==> src/rtl/prra_pkg.sv <==
// Shared types, codes and sizes for the priority round-robin channel arbiter.
// Used by every module under rtl/; depends on nothing.
package prra_pkg;

  localparam int NUM_LINKS        = 8;
  localparam int MAX_FRAME        = 256;
  localparam int DEFAULT_PRIORITY = 128;

  localparam int LIDX_W     = $clog2(NUM_LINKS);
  localparam int LEN_W      = $clog2(MAX_FRAME + 1);
  localparam int KIND_W     = 3;
  localparam int ID_W       = 8;
  localparam int PRI_W      = 8;
  localparam int FLEN_W     = 12;
  localparam int STATUS_W   = 2;
  localparam int LINK_OUT_W = 3;
  localparam int GLEN_W     = 9;

  typedef logic [LIDX_W-1:0]   lidx_t;
  typedef logic [PRI_W-1:0]    pri_t;
  typedef logic [LEN_W-1:0]    slen_t;
  typedef logic [KIND_W-1:0]   kind_t;
  typedef logic [STATUS_W-1:0] status_t;

  localparam kind_t KIND_REGISTER   = 3'd0;
  localparam kind_t KIND_UNREGISTER = 3'd1;
  localparam kind_t KIND_SEIZE      = 3'd2;
  localparam kind_t KIND_RELEASE    = 3'd3;
  localparam kind_t KIND_TICK       = 3'd4;

  localparam status_t ST_OK   = 2'd0;
  localparam status_t ST_BAD  = 2'd1;
  localparam status_t ST_BUSY = 2'd2;

  // One slot as seen through the read port.
  typedef struct packed {
    logic  active;
    logic  pending;
    pri_t  pri;
    slen_t len;
  } slot_rd_t;

  // Per-field write enables for the slot at the current index.
  typedef struct packed {
    logic  active_we;
    logic  active;
    logic  pending_we;
    logic  pending;
    logic  pri_we;
    pri_t  pri;
    logic  len_we;
    slen_t len;
  } slot_wr_t;

endpackage

==> src/rtl/priority_round_robin_channel_arbiter.sv <==
// Priority round-robin channel arbiter: one transmit channel shared by link slots.
// Input channel (in_valid/in_stall) takes one request: register, unregister,
// seize, release or tick. Each request yields exactly one result on the output
// channel (out_valid/out_stall): status, assigned slot and any channel grant.
// Unregister, seize, plain release and busy tick go straight to the result;
// register scans for a free slot, and a grant attempt makes up to two passes:
// one for the top priority and one round-robin pass from the slot after the
// last grant, one slot per cycle through the shared comparator and the single
// slot-file port.
// in_stall is high while a request is in work. A finished result sits in the
// output register; the next request is accepted while it waits, and a
// further result holds in its final state until the register frees up.
// Synchronous active-low reset marks every slot inactive and not pending,
// leaves the channel idle and sets the last grant to slot 0.
// Depends on prra_pkg, prra_slot_file and prra_cmp.
module priority_round_robin_channel_arbiter import prra_pkg::*; (
  input  logic                  clk,
  input  logic                  rst_n,
  input  logic                  in_valid,
  output logic                  in_stall,
  input  logic [KIND_W-1:0]     in_kind,
  input  logic [ID_W-1:0]       in_link_id,
  input  logic [PRI_W-1:0]      in_priority_req,
  input  logic [FLEN_W-1:0]     in_frame_len,
  output logic                  out_valid,
  input  logic                  out_stall,
  output logic [STATUS_W-1:0]   out_status,
  output logic [LINK_OUT_W-1:0] out_assigned_link,
  output logic                  out_grant_valid,
  output logic [LINK_OUT_W-1:0] out_grant_link,
  output logic [GLEN_W-1:0]     out_grant_len
);

  localparam logic [2:0] S_IDLE = 3'd0;
  localparam logic [2:0] S_EXEC = 3'd1;
  localparam logic [2:0] S_FREE = 3'd2;
  localparam logic [2:0] S_MAX  = 3'd3;
  localparam logic [2:0] S_PICK = 3'd4;
  localparam logic [2:0] S_DONE = 3'd5;

  localparam lidx_t LAST_IDX = LIDX_W'(NUM_LINKS - 1);

  logic [2:0] state_r, state_nxt;
  lidx_t      idx_r, idx_nxt;
  kind_t      kind_r;
  logic       id_ok_r, len_ok_r;
  pri_t       pri_req_r;
  slen_t      len_r;
  pri_t       best_r, best_nxt;
  logic       any_r, any_nxt;
  lidx_t      last_r, last_nxt;
  logic       owner_valid_r, owner_valid_nxt;
  lidx_t      owner_r, owner_nxt;

  status_t    res_status_r, res_status_nxt;
  lidx_t      res_assigned_r, res_assigned_nxt;
  logic       res_gvalid_r, res_gvalid_nxt;
  lidx_t      res_glink_r, res_glink_nxt;
  slen_t      res_glen_r, res_glen_nxt;

  logic                  out_valid_r;
  status_t               out_status_r;
  logic [LINK_OUT_W-1:0] out_assigned_r;
  logic                  out_gvalid_r;
  logic [LINK_OUT_W-1:0] out_glink_r;
  logic [GLEN_W-1:0]     out_glen_r;

  logic     in_acc;
  logic     load_out;
  slot_wr_t wr;
  slot_rd_t rd;
  logic     take;

  assign in_stall = (state_r != S_IDLE);
  assign in_acc   = in_valid && !in_stall;
  assign load_out = (state_r == S_DONE) && (!out_valid_r || !out_stall);

  prra_slot_file u_slots (
    .clk   (clk),
    .rst_n (rst_n),
    .idx   (idx_r),
    .wr    (wr),
    .rd    (rd)
  );

  prra_cmp u_cmp (
    .eligible   (rd.active && rd.pending),
    .pri        (rd.pri),
    .best       (best_r),
    .any        (any_r),
    .match_mode (state_r == S_PICK),
    .take       (take)
  );

  always_comb begin
    state_nxt        = state_r;
    idx_nxt          = idx_r;
    best_nxt         = best_r;
    any_nxt          = any_r;
    last_nxt         = last_r;
    owner_valid_nxt  = owner_valid_r;
    owner_nxt        = owner_r;
    res_status_nxt   = res_status_r;
    res_assigned_nxt = res_assigned_r;
    res_gvalid_nxt   = res_gvalid_r;
    res_glink_nxt    = res_glink_r;
    res_glen_nxt     = res_glen_r;
    wr               = '0;

    case (state_r)
      S_IDLE: begin
        if (in_acc) begin
          state_nxt        = S_EXEC;
          idx_nxt          = (in_kind == KIND_REGISTER) ? '0 : LIDX_W'(in_link_id);
          res_status_nxt   = ST_OK;
          res_assigned_nxt = '0;
          res_gvalid_nxt   = 1'b0;
          res_glink_nxt    = '0;
          res_glen_nxt     = '0;
        end
      end

      S_EXEC: begin
        state_nxt = S_DONE;
        case (kind_r)
          KIND_REGISTER: begin
            state_nxt = S_FREE;
          end
          KIND_UNREGISTER: begin
            if (!id_ok_r) begin
              res_status_nxt = ST_BAD;
            end else begin
              wr.active_we = 1'b1;
              wr.active    = 1'b0;
            end
          end
          KIND_SEIZE: begin
            if (!id_ok_r || !len_ok_r) begin
              res_status_nxt = ST_BAD;
            end else if (!rd.active || rd.pending) begin
              res_status_nxt = ST_BUSY;
            end else begin
              wr.pending_we = 1'b1;
              wr.pending    = 1'b1;
              wr.pri_we     = 1'b1;
              wr.pri        = pri_req_r;
              wr.len_we     = 1'b1;
              wr.len        = len_r;
            end
          end
          KIND_RELEASE: begin
            if (!id_ok_r) begin
              res_status_nxt = ST_BAD;
            end else begin
              wr.pending_we = 1'b1;
              wr.pending    = 1'b0;
              wr.len_we     = 1'b1;
              wr.len        = '0;
              // Owner gave the channel back: arbitrate at once.
              if (owner_valid_r && (owner_r == idx_r)) begin
                owner_valid_nxt = 1'b0;
                idx_nxt         = '0;
                any_nxt         = 1'b0;
                best_nxt        = '0;
                state_nxt       = S_MAX;
              end
            end
          end
          KIND_TICK: begin
            if (!owner_valid_r) begin
              idx_nxt   = '0;
              any_nxt   = 1'b0;
              best_nxt  = '0;
              state_nxt = S_MAX;
            end
          end
          default: begin
            res_status_nxt = ST_BAD;
          end
        endcase
      end

      S_FREE: begin
        if (!rd.active) begin
          wr.active_we     = 1'b1;
          wr.active        = 1'b1;
          wr.pending_we    = 1'b1;
          wr.pending       = 1'b0;
          wr.pri_we        = 1'b1;
          wr.pri           = PRI_W'(DEFAULT_PRIORITY);
          wr.len_we        = 1'b1;
          wr.len           = '0;
          res_assigned_nxt = idx_r;
          state_nxt        = S_DONE;
        end else if (idx_r == LAST_IDX) begin
          res_status_nxt = ST_BUSY;
          state_nxt      = S_DONE;
        end else begin
          idx_nxt = idx_r + 1'b1;
        end
      end

      S_MAX: begin
        if (take) begin
          best_nxt = rd.pri;
          any_nxt  = 1'b1;
        end
        if (idx_r == LAST_IDX) begin
          if (take || any_r) begin
            // Start the tie-break pass just after the last served link.
            idx_nxt   = (last_r == LAST_IDX) ? '0 : last_r + 1'b1;
            state_nxt = S_PICK;
          end else begin
            state_nxt = S_DONE;
          end
        end else begin
          idx_nxt = idx_r + 1'b1;
        end
      end

      S_PICK: begin
        if (take) begin
          wr.pending_we   = 1'b1;
          wr.pending      = 1'b0;
          owner_valid_nxt = 1'b1;
          owner_nxt       = idx_r;
          last_nxt        = idx_r;
          res_gvalid_nxt  = 1'b1;
          res_glink_nxt   = idx_r;
          res_glen_nxt    = rd.len;
          state_nxt       = S_DONE;
        end else begin
          idx_nxt = (idx_r == LAST_IDX) ? '0 : idx_r + 1'b1;
        end
      end

      S_DONE: begin
        if (load_out) begin
          state_nxt = S_IDLE;
        end
      end

      default: begin
        state_nxt = S_IDLE;
      end
    endcase
  end

  always_ff @(posedge clk) begin
    if (!rst_n) begin
      state_r       <= S_IDLE;
      any_r         <= 1'b0;
      last_r        <= '0;
      owner_valid_r <= 1'b0;
      owner_r       <= '0;
      out_valid_r   <= 1'b0;
    end else begin
      state_r       <= state_nxt;
      any_r         <= any_nxt;
      last_r        <= last_nxt;
      owner_valid_r <= owner_valid_nxt;
      owner_r       <= owner_nxt;
      if (load_out) begin
        out_valid_r <= 1'b1;
      end else if (!out_stall) begin
        out_valid_r <= 1'b0;
      end
    end
  end

  always_ff @(posedge clk) begin
    idx_r          <= idx_nxt;
    best_r         <= best_nxt;
    res_status_r   <= res_status_nxt;
    res_assigned_r <= res_assigned_nxt;
    res_gvalid_r   <= res_gvalid_nxt;
    res_glink_r    <= res_glink_nxt;
    res_glen_r     <= res_glen_nxt;
    if (in_acc) begin
      kind_r    <= in_kind;
      id_ok_r   <= (in_link_id < ID_W'(NUM_LINKS));
      len_ok_r  <= (in_frame_len != '0) && (in_frame_len <= FLEN_W'(MAX_FRAME));
      pri_req_r <= in_priority_req;
      len_r     <= LEN_W'(in_frame_len);
    end
    if (load_out) begin
      out_status_r   <= res_status_r;
      out_assigned_r <= LINK_OUT_W'(res_assigned_r);
      out_gvalid_r   <= res_gvalid_r;
      out_glink_r    <= LINK_OUT_W'(res_glink_r);
      out_glen_r     <= GLEN_W'(res_glen_r);
    end
  end

  assign out_valid         = out_valid_r;
  assign out_status        = out_status_r;
  assign out_assigned_link = out_assigned_r;
  assign out_grant_valid   = out_gvalid_r;
  assign out_grant_link    = out_glink_r;
  assign out_grant_len     = out_glen_r;

`ifndef SYNTHESIS
  a_grant_ok: assert property (@(posedge clk) disable iff (!rst_n)
    out_valid && out_grant_valid |-> out_status == ST_OK)
    else $error("grant reported with a failing status");

  a_fail_clean: assert property (@(posedge clk) disable iff (!rst_n)
    out_valid && (out_status != ST_OK) |-> !out_grant_valid && (out_assigned_link == '0))
    else $error("failed request carries a slot or a grant");

  a_grant_owns: assert property (@(posedge clk) disable iff (!rst_n)
    load_out && res_gvalid_r |=> owner_valid_r && (owner_r == last_r))
    else $error("granted link does not own the channel");

  a_pick_has_winner: assert property (@(posedge clk) disable iff (!rst_n)
    state_r == S_PICK |-> any_r)
    else $error("tie-break pass entered with no eligible link");
`endif

endmodule

==> src/rtl/prra_slot_file.sv <==
// Link slot state: active and pending flags, priority and frame length.
// One shared index for read and write. Depends on prra_pkg.
module prra_slot_file import prra_pkg::*; (
  input  logic     clk,
  input  logic     rst_n,
  input  lidx_t    idx,
  input  slot_wr_t wr,
  output slot_rd_t rd
);

  logic [NUM_LINKS-1:0]            active_r;
  logic [NUM_LINKS-1:0]            pending_r;
  logic [NUM_LINKS-1:0][PRI_W-1:0] pri_r;
  logic [NUM_LINKS-1:0][LEN_W-1:0] len_r;

  always_ff @(posedge clk) begin
    if (!rst_n) begin
      active_r  <= '0;
      pending_r <= '0;
    end else begin
      if (wr.active_we) begin
        active_r[idx] <= wr.active;
      end
      if (wr.pending_we) begin
        pending_r[idx] <= wr.pending;
      end
    end
  end

  // Priority and length are only read once a seize or register wrote them.
  always_ff @(posedge clk) begin
    if (wr.pri_we) begin
      pri_r[idx] <= wr.pri;
    end
    if (wr.len_we) begin
      len_r[idx] <= wr.len;
    end
  end

  assign rd.active  = active_r[idx];
  assign rd.pending = pending_r[idx];
  assign rd.pri     = pri_r[idx];
  assign rd.len     = len_r[idx];

endmodule

==> src/rtl/prra_cmp.sv <==
// Shared priority comparator used by both arbitration passes.
// Max pass: take a higher priority; pick pass: take an equal one. Depends on prra_pkg.
module prra_cmp import prra_pkg::*; (
  input  logic eligible,
  input  pri_t pri,
  input  pri_t best,
  input  logic any,
  input  logic match_mode,
  output logic take
);

  always_comb begin
    if (match_mode) begin
      take = eligible && (pri == best);
    end else begin
      take = eligible && (!any || (pri > best));
    end
  end

endmodule
==> config.mk <==
export PLATFORM = sky130hd
export DESIGN_NAME = priority_round_robin_channel_arbiter
export DESIGN_NICKNAME = d
export VERILOG_FILES = /design/src/rtl/prra_pkg.sv /design/src/rtl/priority_round_robin_channel_arbiter.sv /design/src/rtl/prra_slot_file.sv /design/src/rtl/prra_cmp.sv
export SDC_FILE = /design/constraint.sdc
export NUM_CORES = 1
export LEC_CHECK = 0
export BUFFER_PORTS_ARGS = -buffer_cell sky130_fd_sc_hd__buf_2
export CORE_MARGIN = 3
export CORE_UTILIZATION = 55
export CTS_BUF_LIST = sky130_fd_sc_hd__clkbuf_4 sky130_fd_sc_hd__clkbuf_8 sky130_fd_sc_hd__clkbuf_16
export CTS_CLUSTER_SIZE = 16
export DETAILED_ROUTE_END_ITERATION = 7
export GPL_ROUTABILITY_DRIVEN = 0
export HOLD_SLACK_MARGIN = 0.05
export PLACE_DENSITY = 0.74
export SLEW_MARGIN = 30
export SYNTH_ARGS = -nofsm -noshare
export SYNTH_HDL_FRONTEND = slang
export SYNTH_SLANG_ARGS = --single-unit
export TNS_END_PERCENT = 20
==> constraint.sdc <==
create_clock -name clk -period 3.52 [get_ports clk]
set_clock_uncertainty 0.15 [all_clocks]
set_input_delay 0.352 -clock clk [delete_from_list [all_inputs] [get_ports clk]]
set_output_delay 0.352 -clock clk [all_outputs]
set_load 0.01 [all_outputs]
# [Yosys cells after proc, flatten, opt, wreduce, memory -nomap -nowiden]
# Index checks and enable logic that the tools add are counted.
[totals] register_bits=230 in_bits=35 out_inout_bits=20 elab_cells=216
[classes] n_addsub=2 order_cmp=5 n_eq_ne=36 mux=92 reduce_logical=41
[op_table] op="$bwmux 72" n=1
[op_table] op="$mux 3" n=24
[op_table] op="$bwmux 64" n=1
[op_table] op="$mux 8" n=6
[op_table] op="$mux 9" n=5
[op_table] op="$mux 21" n=2
[op_table] op="$pmux 19 s2" n=1
[op_table] op="$pmux 8 s2" n=2
[op_table] op="$bmux 9 s3" n=1
[op_table] op="$demux 9 s3" n=1
[op_table] op="$ne 2x2->1 const B" n=13
[op_table] op="$bmux 8 s3" n=1
[op_table] op="$demux 8 s3" n=1
[op_table] op="$mux 23" n=1
[op_table] op="$pmux 10 s2" n=1
[op_table] op="$mux 2" n=9
[op_table] op="$ne 3x3->1 const B" n=6
[op_table] op="$pmux 2 s3" n=3
[op_table] op="$pmux 3 s2" n=3
[op_table] op="$pmux 3 s6" n=1
[op_table] op="$pmux 9 s2" n=1
[op_table] op="$bwmux 8" n=2
[op_table] op="$eq 3x3->1 const B" n=5
[op_table] op="$pmux 3 s5" n=1
[op_table] op="other kinds (35)" n=84

# [Longest topological paths before layout]
# Gate-level depths: netlist of run 1.
[logic_depth] depth_word=10 mapped_depth=16 depth_no_buf=12

# [Modules after synthesis]
# From an unflattened synthesis of run 1, not the netlist that was laid out.
[unflattened] hier_cells=602 hier_area_um2=9728.1
[modules_own_cells] module="prra_slot_file" instances=1 cells_each=309 area_each_um2=6110.9 seq_area_each_um2=4404.2
[modules_own_cells] module="priority_round_robin_channel_arbiter" instances=1 cells_each=263 area_each_um2=3394.5 seq_area_each_um2=2252.2
[modules_own_cells] module="prra_cmp" instances=1 cells_each=30 area_each_um2=222.7 seq_area_each_um2=0.0

# [Worst setup path before layout of run 1]
# No wires, ideal clock.
[synth_path] path_kind="flip-flop to flip-flop" from="register idx_r[2]" to="register idx_r[0] (enable)" setup_ps=265 arrival_time_ps=3056 t_required_ps=3105 path_slack_ps=49 stages_incl_launch_ff=15 n_path_buf=3 period_less_slack_ps=3471 cell_sequence="edfxtp_1 -> clkbuf_2 -> buf_2 -> clkinv_1 -> nor3_1 -> buf_2 -> a22oi_1 -> nand3_1 -> ha_1 -> nor2b_1 -> o211ai_1 -> a21oi_1 -> or3_1 -> a311oi_1 -> nor4_1"
[synth_lines] element="from (decl)" line_no="priority_round_robin_channel_arbiter.sv:44" source="lidx_t idx_r, idx_nxt;"
[synth_lines] element="from (signal assigned)" line_no="priority_round_robin_channel_arbiter.sv:272" source="idx_r <= idx_nxt;"

# [Final worst setup path of run 1]
[layout_path] from="register idx_r[0]" to="register u_slots.pri_r[8] (netlist bit) (enable)"
[layout_between] elab_chain_len=8 word_cells_on_any_way=11 cone_classes="mux: 9; reduce/logical: 2"
[layout_lines] element="$bmux 1 s3" line_no="prra_slot_file.sv:40" source="assign rd.active = active_r[idx];"
[layout_lines] element="$mux 1 (implied by the code)" line_no="prra_slot_file.sv:40"
[layout_lines] element="$logic_not 1->1"
[layout_lines] element="$logic_or 1x1->1" line_no="priority_round_robin_channel_arbiter.sv:140" source="end else if (!rd.active || rd.pending) begin"
[layout_lines] element="$mux 21" line_no="priority_round_robin_channel_arbiter.sv:140"
[layout_lines] element="$mux 21" line_no="priority_round_robin_channel_arbiter.sv:138" source="if (!id_ok_r || !len_ok_r) begin"
[layout_lines] element="$mux 9" line_no="priority_round_robin_channel_arbiter.sv:125" source="case (kind_r)"
[layout_lines] element="$pmux 19 s2 (*)" line_no="priority_round_robin_channel_arbiter.sv:110" source="case (state_r)"
[layout_lines] element="to (signal, indexed assignment)" line_no="prra_slot_file.sv:33" source="pri_r[idx] <= wr.pri;"
[layout_lines] element="to (decl)" line_no="prra_slot_file.sv:13" source="logic [NUM_LINKS-1:0][PRI_W-1:0] pri_r;"
# Mark *: on every way between the ends. The rest lies on a longest branch, timed or not. The select of a mux whose other input is x is not followed.
# A chain may end at the register's enable or synchronous reset.

==> results of run 1 <==
[worst min-delay path by stage]
stage,to,depth (start not counted)
finish,any_r,3
global route,state_r[0],2
CTS,any_r,3
detailed placement,out_grant_len[1],0
global placement,out_grant_len[7],0
floorplan,out_assigned_link[0],0
[per-layer routing]
layer  routed length [µm]  vias up  global-route usage, %  share of wire (%)
met5                    0        -                      0                  0
met4                  715        0                   8.20                3.3
met3                 1840       64                   4.12                8.5
met2                10400      309                   37.9                 48
met1                 8530     2972                   30.9                 40
li1                     -     2777                      -                  -
[cell usage in the layout, fill, tap and decap left out, drive strengths merged, types with 8 or more instances in the layout]
cell and instances:
edfxtp 205, buf 84, nand2 51, nor2 45
clkbuf 29, dlygate4sd3 28, a22oi 27, dfxtp 25
o21ai 24, and2 21, a221oi 20, a21boi 18
inv 17, a21oi 13, a31oi 13, nand3 12
ha 12, nor3 12, mux2 12, clkinv 11
o31ai 10, a22o 9, mux2i 8, and3 8
[flip-flops by register name (all words and copies together) (netlist names), 8 cells and up]
| name | cells |
|---|---|
| u_slots.active_r | 8 |
| len_r | 9 |
| u_slots.pending_r | 8 |
| u_slots.pri_r | 64 |
| pri_req_r | 8 |
| res_glen_r | 9 |
| out_grant_len | 9 |
| u_slots.len_r | 72 |
| best_r | 8 |
[critical path, stage by stage (launching register included)]
cell	delay, ns
sky130_fd_sc_hd__edfxtp_1	0.50
sky130_fd_sc_hd__buf_12	0.22
sky130_fd_sc_hd__nor2_1	0.36
sky130_fd_sc_hd__a21oi_1	0.18
sky130_fd_sc_hd__o221ai_2	0.32
sky130_fd_sc_hd__and3_1	0.36
sky130_fd_sc_hd__nor2_2	0.13
sky130_fd_sc_hd__nor2_1	0.80
[power breakdown]
| group | internal [mW] | switching, mW |
|---|---|---|
| registers | 3.09 | 0.0535 |
| clock network | 1.40 | 0.973 |
| logic | 0.413 | 0.787 |
[area by class of cell]
type | count | share of cell area, %
clock buffers | 28 | 5.50
repair buffers | 113 | 7.52
inverters | 17 | 0.573
clock inverters | 13 | 1.16
flip-flops and latches | 230 | 59.7
multi-input cells | 379 | 23.0
well taps | 220 | 2.47
[timing repair]
item / 4_1_cts / 5_1_grt
buffers inserted: 0 / 1
hold endpoints to repair: 26 / 0
resized for setup: 0 / 9
hold buffers: 28 / 0
setup endpoints to repair: 0 / 36
[cells by family after synthesis]
logic type / share of synthesized area, %
XOR/XNOR: 0.372
adder cells (fa/ha/maj): 1.59
buffers and inverters: 2.58
AO/OA/AOI/OAI: 12.2
flip-flops: 70.6
AND/OR/NAND/NOR: 10.0
multiplexers: 2.56
==> impl_metrics.ini, run 1 <==
[critical_path]
critPathMaxFanout = 27
rrSetupSlack_ns = 0.10
cp.required_ns = 3.49
end_kind = register
critical_path.reg2reg.startpoint = idx_r[0]
reg2reg_to = u_slots.pri_r[8]
critical_path_class = reg -> reg
crit_path_start = idx_r[0]
crit_arrival_ns = 3.39
worst_setup_path_start_kind = register
rr_worst_depth = 7
setup.worst_path.end = u_slots.pri_r[8]

[logic_synthesis]
post_synth_inst_count = 661
synthMostInstantiatedCell = sky130_fd_sc_hd__edfxtp_1
synth_unique_cells = 69
synthesis.area_um2 = 9420
synth.yosys.seq_area_share_pct = 70.6
synth.top_cells.by_area = sky130_fd_sc_hd__edfxtp_1 (65%), sky130_fd_sc_hd__dfxtp_1 (5.3%), sky130_fd_sc_hd__a22oi_1 (2.2%)
ys_top_cells_by_count = sky130_fd_sc_hd__edfxtp_1 (205), sky130_fd_sc_hd__nand2_1 (51), sky130_fd_sc_hd__nor2_1 (43)
post_synth.cell_area_avg_um2 = 14.3
synthArstFlopShare_pct = 0
ys.flop_type = sky130_fd_sc_hd__edfxtp_1
ys_seq_elements = 230
synth_edf_count = 205
synth_top_area_share_pct = 65.3
synthDominantAreaCellType = sky130_fd_sc_hd__edfxtp_1
ys.warnings.count = 0
syn_nets = 708

[floorplan]
design.die.area_um2 = 18700
placementRows = 47
top_level_ports = 55
chipWidth_um = 137
floorplan.die.height_um = 137
core_um2 = 16700
floorplan.initialDensity_pct = 56.4

[placement]
cell_count_after_placement = 929
io_buffer_count = 54
post-dp-hpwl_um = 14000
placedInstanceArea_um2 = 10000
preCtsSetupSlack_ns = 0.0287

[final_layout]
stdcell_count = 1000
fin_area_um2 = 11100
layout.area.seq_um2 = 6660
nets = 811
multi_input_comb_area_um2 = 2560
finalCoreUtilization_pct = 66.7
fillCellCount = 1165
drive_gt1_share_pct = 20.5
syn2layout_area_growth_pct = 18.2
num_antenna_cells = 0

[timing]
worstMarginPinSlew_ns = 1.02
hold_viol_final = 0
finalSetupViolations = 0
max_slew_margin_pct = 31.7
final.min_clock_period_ns = 3.42
totalNegativeSetupSlack_ns = 0
timing.final.crit_share_pct = 97.1
hold_slack_ns = 0.137
maxSlewViolCount = 0
max_freq_mhz = 292
postLayoutSetupSlackWorst_ns = 0.100

[grt]
grt_pass1_wl_um = 32600
gr-total-overflow = 0
grt_pass1_vias = 5979
global_route.usage.total_pct = 23.0
grt_start_max_net_pins = 37
grt_antenna_before_repair = 0

[clocking]
clock-root-buffer = sky130_fd_sc_hd__clkbuf_16
ctsHtreeMaxLevel = 1
worst_setup_hold_path_clk_slew_ns = 0.06
clk_latency_ns = 0.51
clockBufferDepth = 3
clock_sinks = 230
tritoncts = built
cts_buffers = 23

[routing]
dr_total_vias = 6122
number_of_vias_per_cell_after_detailed_routing = 6.12
drt_drc_violations_left = 0
wl_per_cell_um = 21.5
postRouteAntennaNets = 0
drt_wl_total_um = 21500
drt_pass1_iterations = 7
drt_iter0_drc = 652

[min_path]
worst_hold_path_type = in -> reg
min_from = rst_n

[power]
power.leakage_nw = 4.18
post-layout-total-power_mw = 6.71
power.ir.vdd_worst_mv = 0.417
pwr_density_cell_nw_per_um2 = 602

[run]
timing.max_cap.violations = 0

[status]
outcome = completed
(Power assumes the default switching activity.)
==> inputs of run 2 (changes only) <==
--- a/config.mk
+++ b/config.mk
@@ -8,7 +8,7 @@
 export BUFFER_PORTS_ARGS = -buffer_cell sky130_fd_sc_hd__buf_2
 export CORE_MARGIN = 3
 export CORE_UTILIZATION = 55
-export CTS_BUF_LIST = sky130_fd_sc_hd__clkbuf_4 sky130_fd_sc_hd__clkbuf_8 sky130_fd_sc_hd__clkbuf_16
+export CTS_BUF_LIST = sky130_fd_sc_hd__clkbuf_8
 export CTS_CLUSTER_SIZE = 16
 export DETAILED_ROUTE_END_ITERATION = 7
 export GPL_ROUTABILITY_DRIVEN = 0
==> impl_metrics.ini, run 2 (synthesis gave the netlist of run 1 again) <==
[grt]
grt_pass1_vias = 6053
gr-total-overflow = 0
grt_start_max_net_pins = 37
global_route.usage.total_pct = 23.4
grt_pass1_wl_um = 32800
grt_antenna_before_repair = 0

[clocking]
clockBufferDepth = 3
worst_setup_hold_path_clk_slew_ns = 0.06
tritoncts = built
cts_buffers = 36
clock-root-buffer = sky130_fd_sc_hd__clkbuf_8
clock_sinks = 230
clk_latency_ns = 0.54
post-cts-setup-buffers = 0
ctsHtreeMaxLevel = 2

[run]
timing.max_cap.violations = 0

[final_layout]
num_antenna_cells = 0
finalCoreUtilization_pct = 66.1
layout.cells.most_common = sky130_fd_sc_hd__edfxtp_1
largest_register_ff_count = 72
syn2layout_area_growth_pct = 17.1
layout_common_cells = sky130_fd_sc_hd__edfxtp_1 (205), sky130_fd_sc_hd__buf_2 (54), sky130_fd_sc_hd__nand2_1 (51)
fillCellCount = 1202
drive_gt1_share_pct = 21.2
max_flop_register = u_slots.len_r
largestRegisters = u_slots.len_r (72), u_slots.pri_r (64)
nets = 822

[timing]
hold_viol_final = 0
timing.final.crit_share_pct = 96.0
worstMarginPinSlew_ns = 0.972
max_slew_margin_pct = 35.0
grt_setup_unrepaired = true
maxSlewViolCount = 0
max_freq_mhz = 296
final.min_clock_period_ns = 3.38
finalSetupViolations = 0

[critical_path]
crit_arrival_ns = 3.60
crit_slowest_cell = sky130_fd_sc_hd__edfxtp_1
timing.critical_path.slowest_cell_delay_ns = 0.42
critical_path_class = reg -> reg
worst_setup_path_start_kind = register
end_kind = register
timing.critical_path.cells = buf_12 > mux2_2 > a221oi_1 > o22ai_2 > ha_1 > nand4_1 > nor2_2 > nand2_1 > o2111a_2 > o31ai_2 > a21boi_0
cp.required_ns = 3.74
critPathMaxFanout = 36

[routing]
drt_pass1_iterations = 5
postRouteAntennaNets = 0
dr_total_vias = 6114
number_of_vias_per_cell_after_detailed_routing = 5.98
wl_per_cell_um = 21.1
drt_iter0_drc = 634
drt_drc_violations_left = 0
drt_wl_total_um = 21600

[power]
pwr_density_cell_nw_per_um2 = 574
power.leakage_nw = 4.19
power.ir.vdd_worst_mv = 0.386
post-layout-total-power_mw = 6.33

[floorplan]
placementRows = 47
chipWidth_um = 137
top_level_ports = 55
core_um2 = 16700
floorplan.die.height_um = 137
floorplan.initialDensity_pct = 56.4
design.die.area_um2 = 18700

[min_path]
worst_hold_path_type = in -> reg

[placement]
io_buffer_count = 54
post-dp-hpwl_um = 14000

[status]
outcome = completed
run 2: cell type report:
class                   count  area [µm²]  share of cell area (%)
multi-input cells         379        2580                    23.4
inverters                  17        63.8                   0.578
flip-flops and latches    230        6660                    60.3
clock inverters            26         123                    1.11
repair buffers            111         806                    7.30
clock buffers              39         537                    4.86
well taps                 220         275                    2.49
run 2: per-layer routing:
layer | track usage [%] | wire length (µm) | up-vias
met4 | 10.4 | 708 | 0
met2 | 37.5 | 10500 | 318
met1 | 31.2 | 8530 | 2930
li1 | - | - | 2806
met3 | 4.89 | 1890 | 60
met5 | 0 | 0 | -
run 2: critical path: cells and delay by family (launching register included):
kind | cells | cell delay, ns
AND/OR/NAND/NOR | 3 | 0.47
flip-flops | 1 | 0.42
multiplexers | 1 | 0.36
AO/OA/AOI/OAI | 5 | 1.26
buffers and inverters | 1 | 0.23
adder cells (fa/ha/maj) | 1 | 0.32
run 2: path summary, 6_finish.rpt:
kind | startpoint | slack [ns] | endpoint | depth (start not counted)
worst max-delay path | idx_r[1] | 0.14 | u_slots.pending_r[2] | 11
worst min-delay path | rst_n | 0.12 | any_r | 3
worst max register to register | idx_r[1] | 0.14 | u_slots.pending_r[2] | 11
worst min register to register | res_glen_r[7] | 0.27 | out_grant_len[7] | 0
run 2: metrics by stage:
| stage | setup TNS, ns | setup slack (ns) | instance area (µm²) | hold slack (ns) | cells |
|---|---|---|---|---|---|
| after global placement | 0 | 0.112 | 10000 | 0.253 | 929 |
| after CTS | 0 | 0.00702 | 11000 | 0.0990 | 1022 |
| after global routing | -0.0325 | -0.0325 | 11000 | 0.134 | 1022 |
| final | 0 | 0.141 | 11000 | 0.122 | 1022 |
| after floorplan | 0 | 0.0492 | 9420 | 0.250 | 661 |
| after detailed placement | 0 | 0.0287 | 10000 | 0.256 | 929 |
run 2: power by group:
part | switching (mW) | internal, mW
registers | 0.0523 | 3.09
logic | 0.780 | 0.394
clock network | 0.990 | 1.03
total | 1.82 | 4.51
run 2: timing repair:
| item | in CTS | in global routing |
|---|---|---|
| endpoints found under the setup margin | 2 | 35 |
| cloned | 0 | 0 |
| endpoints found under the hold margin | 26 | 0 |
| resized for setup | 1 | 10 |
| pin swaps | 0 | 2 |
| hold buffers | 28 | 0 |
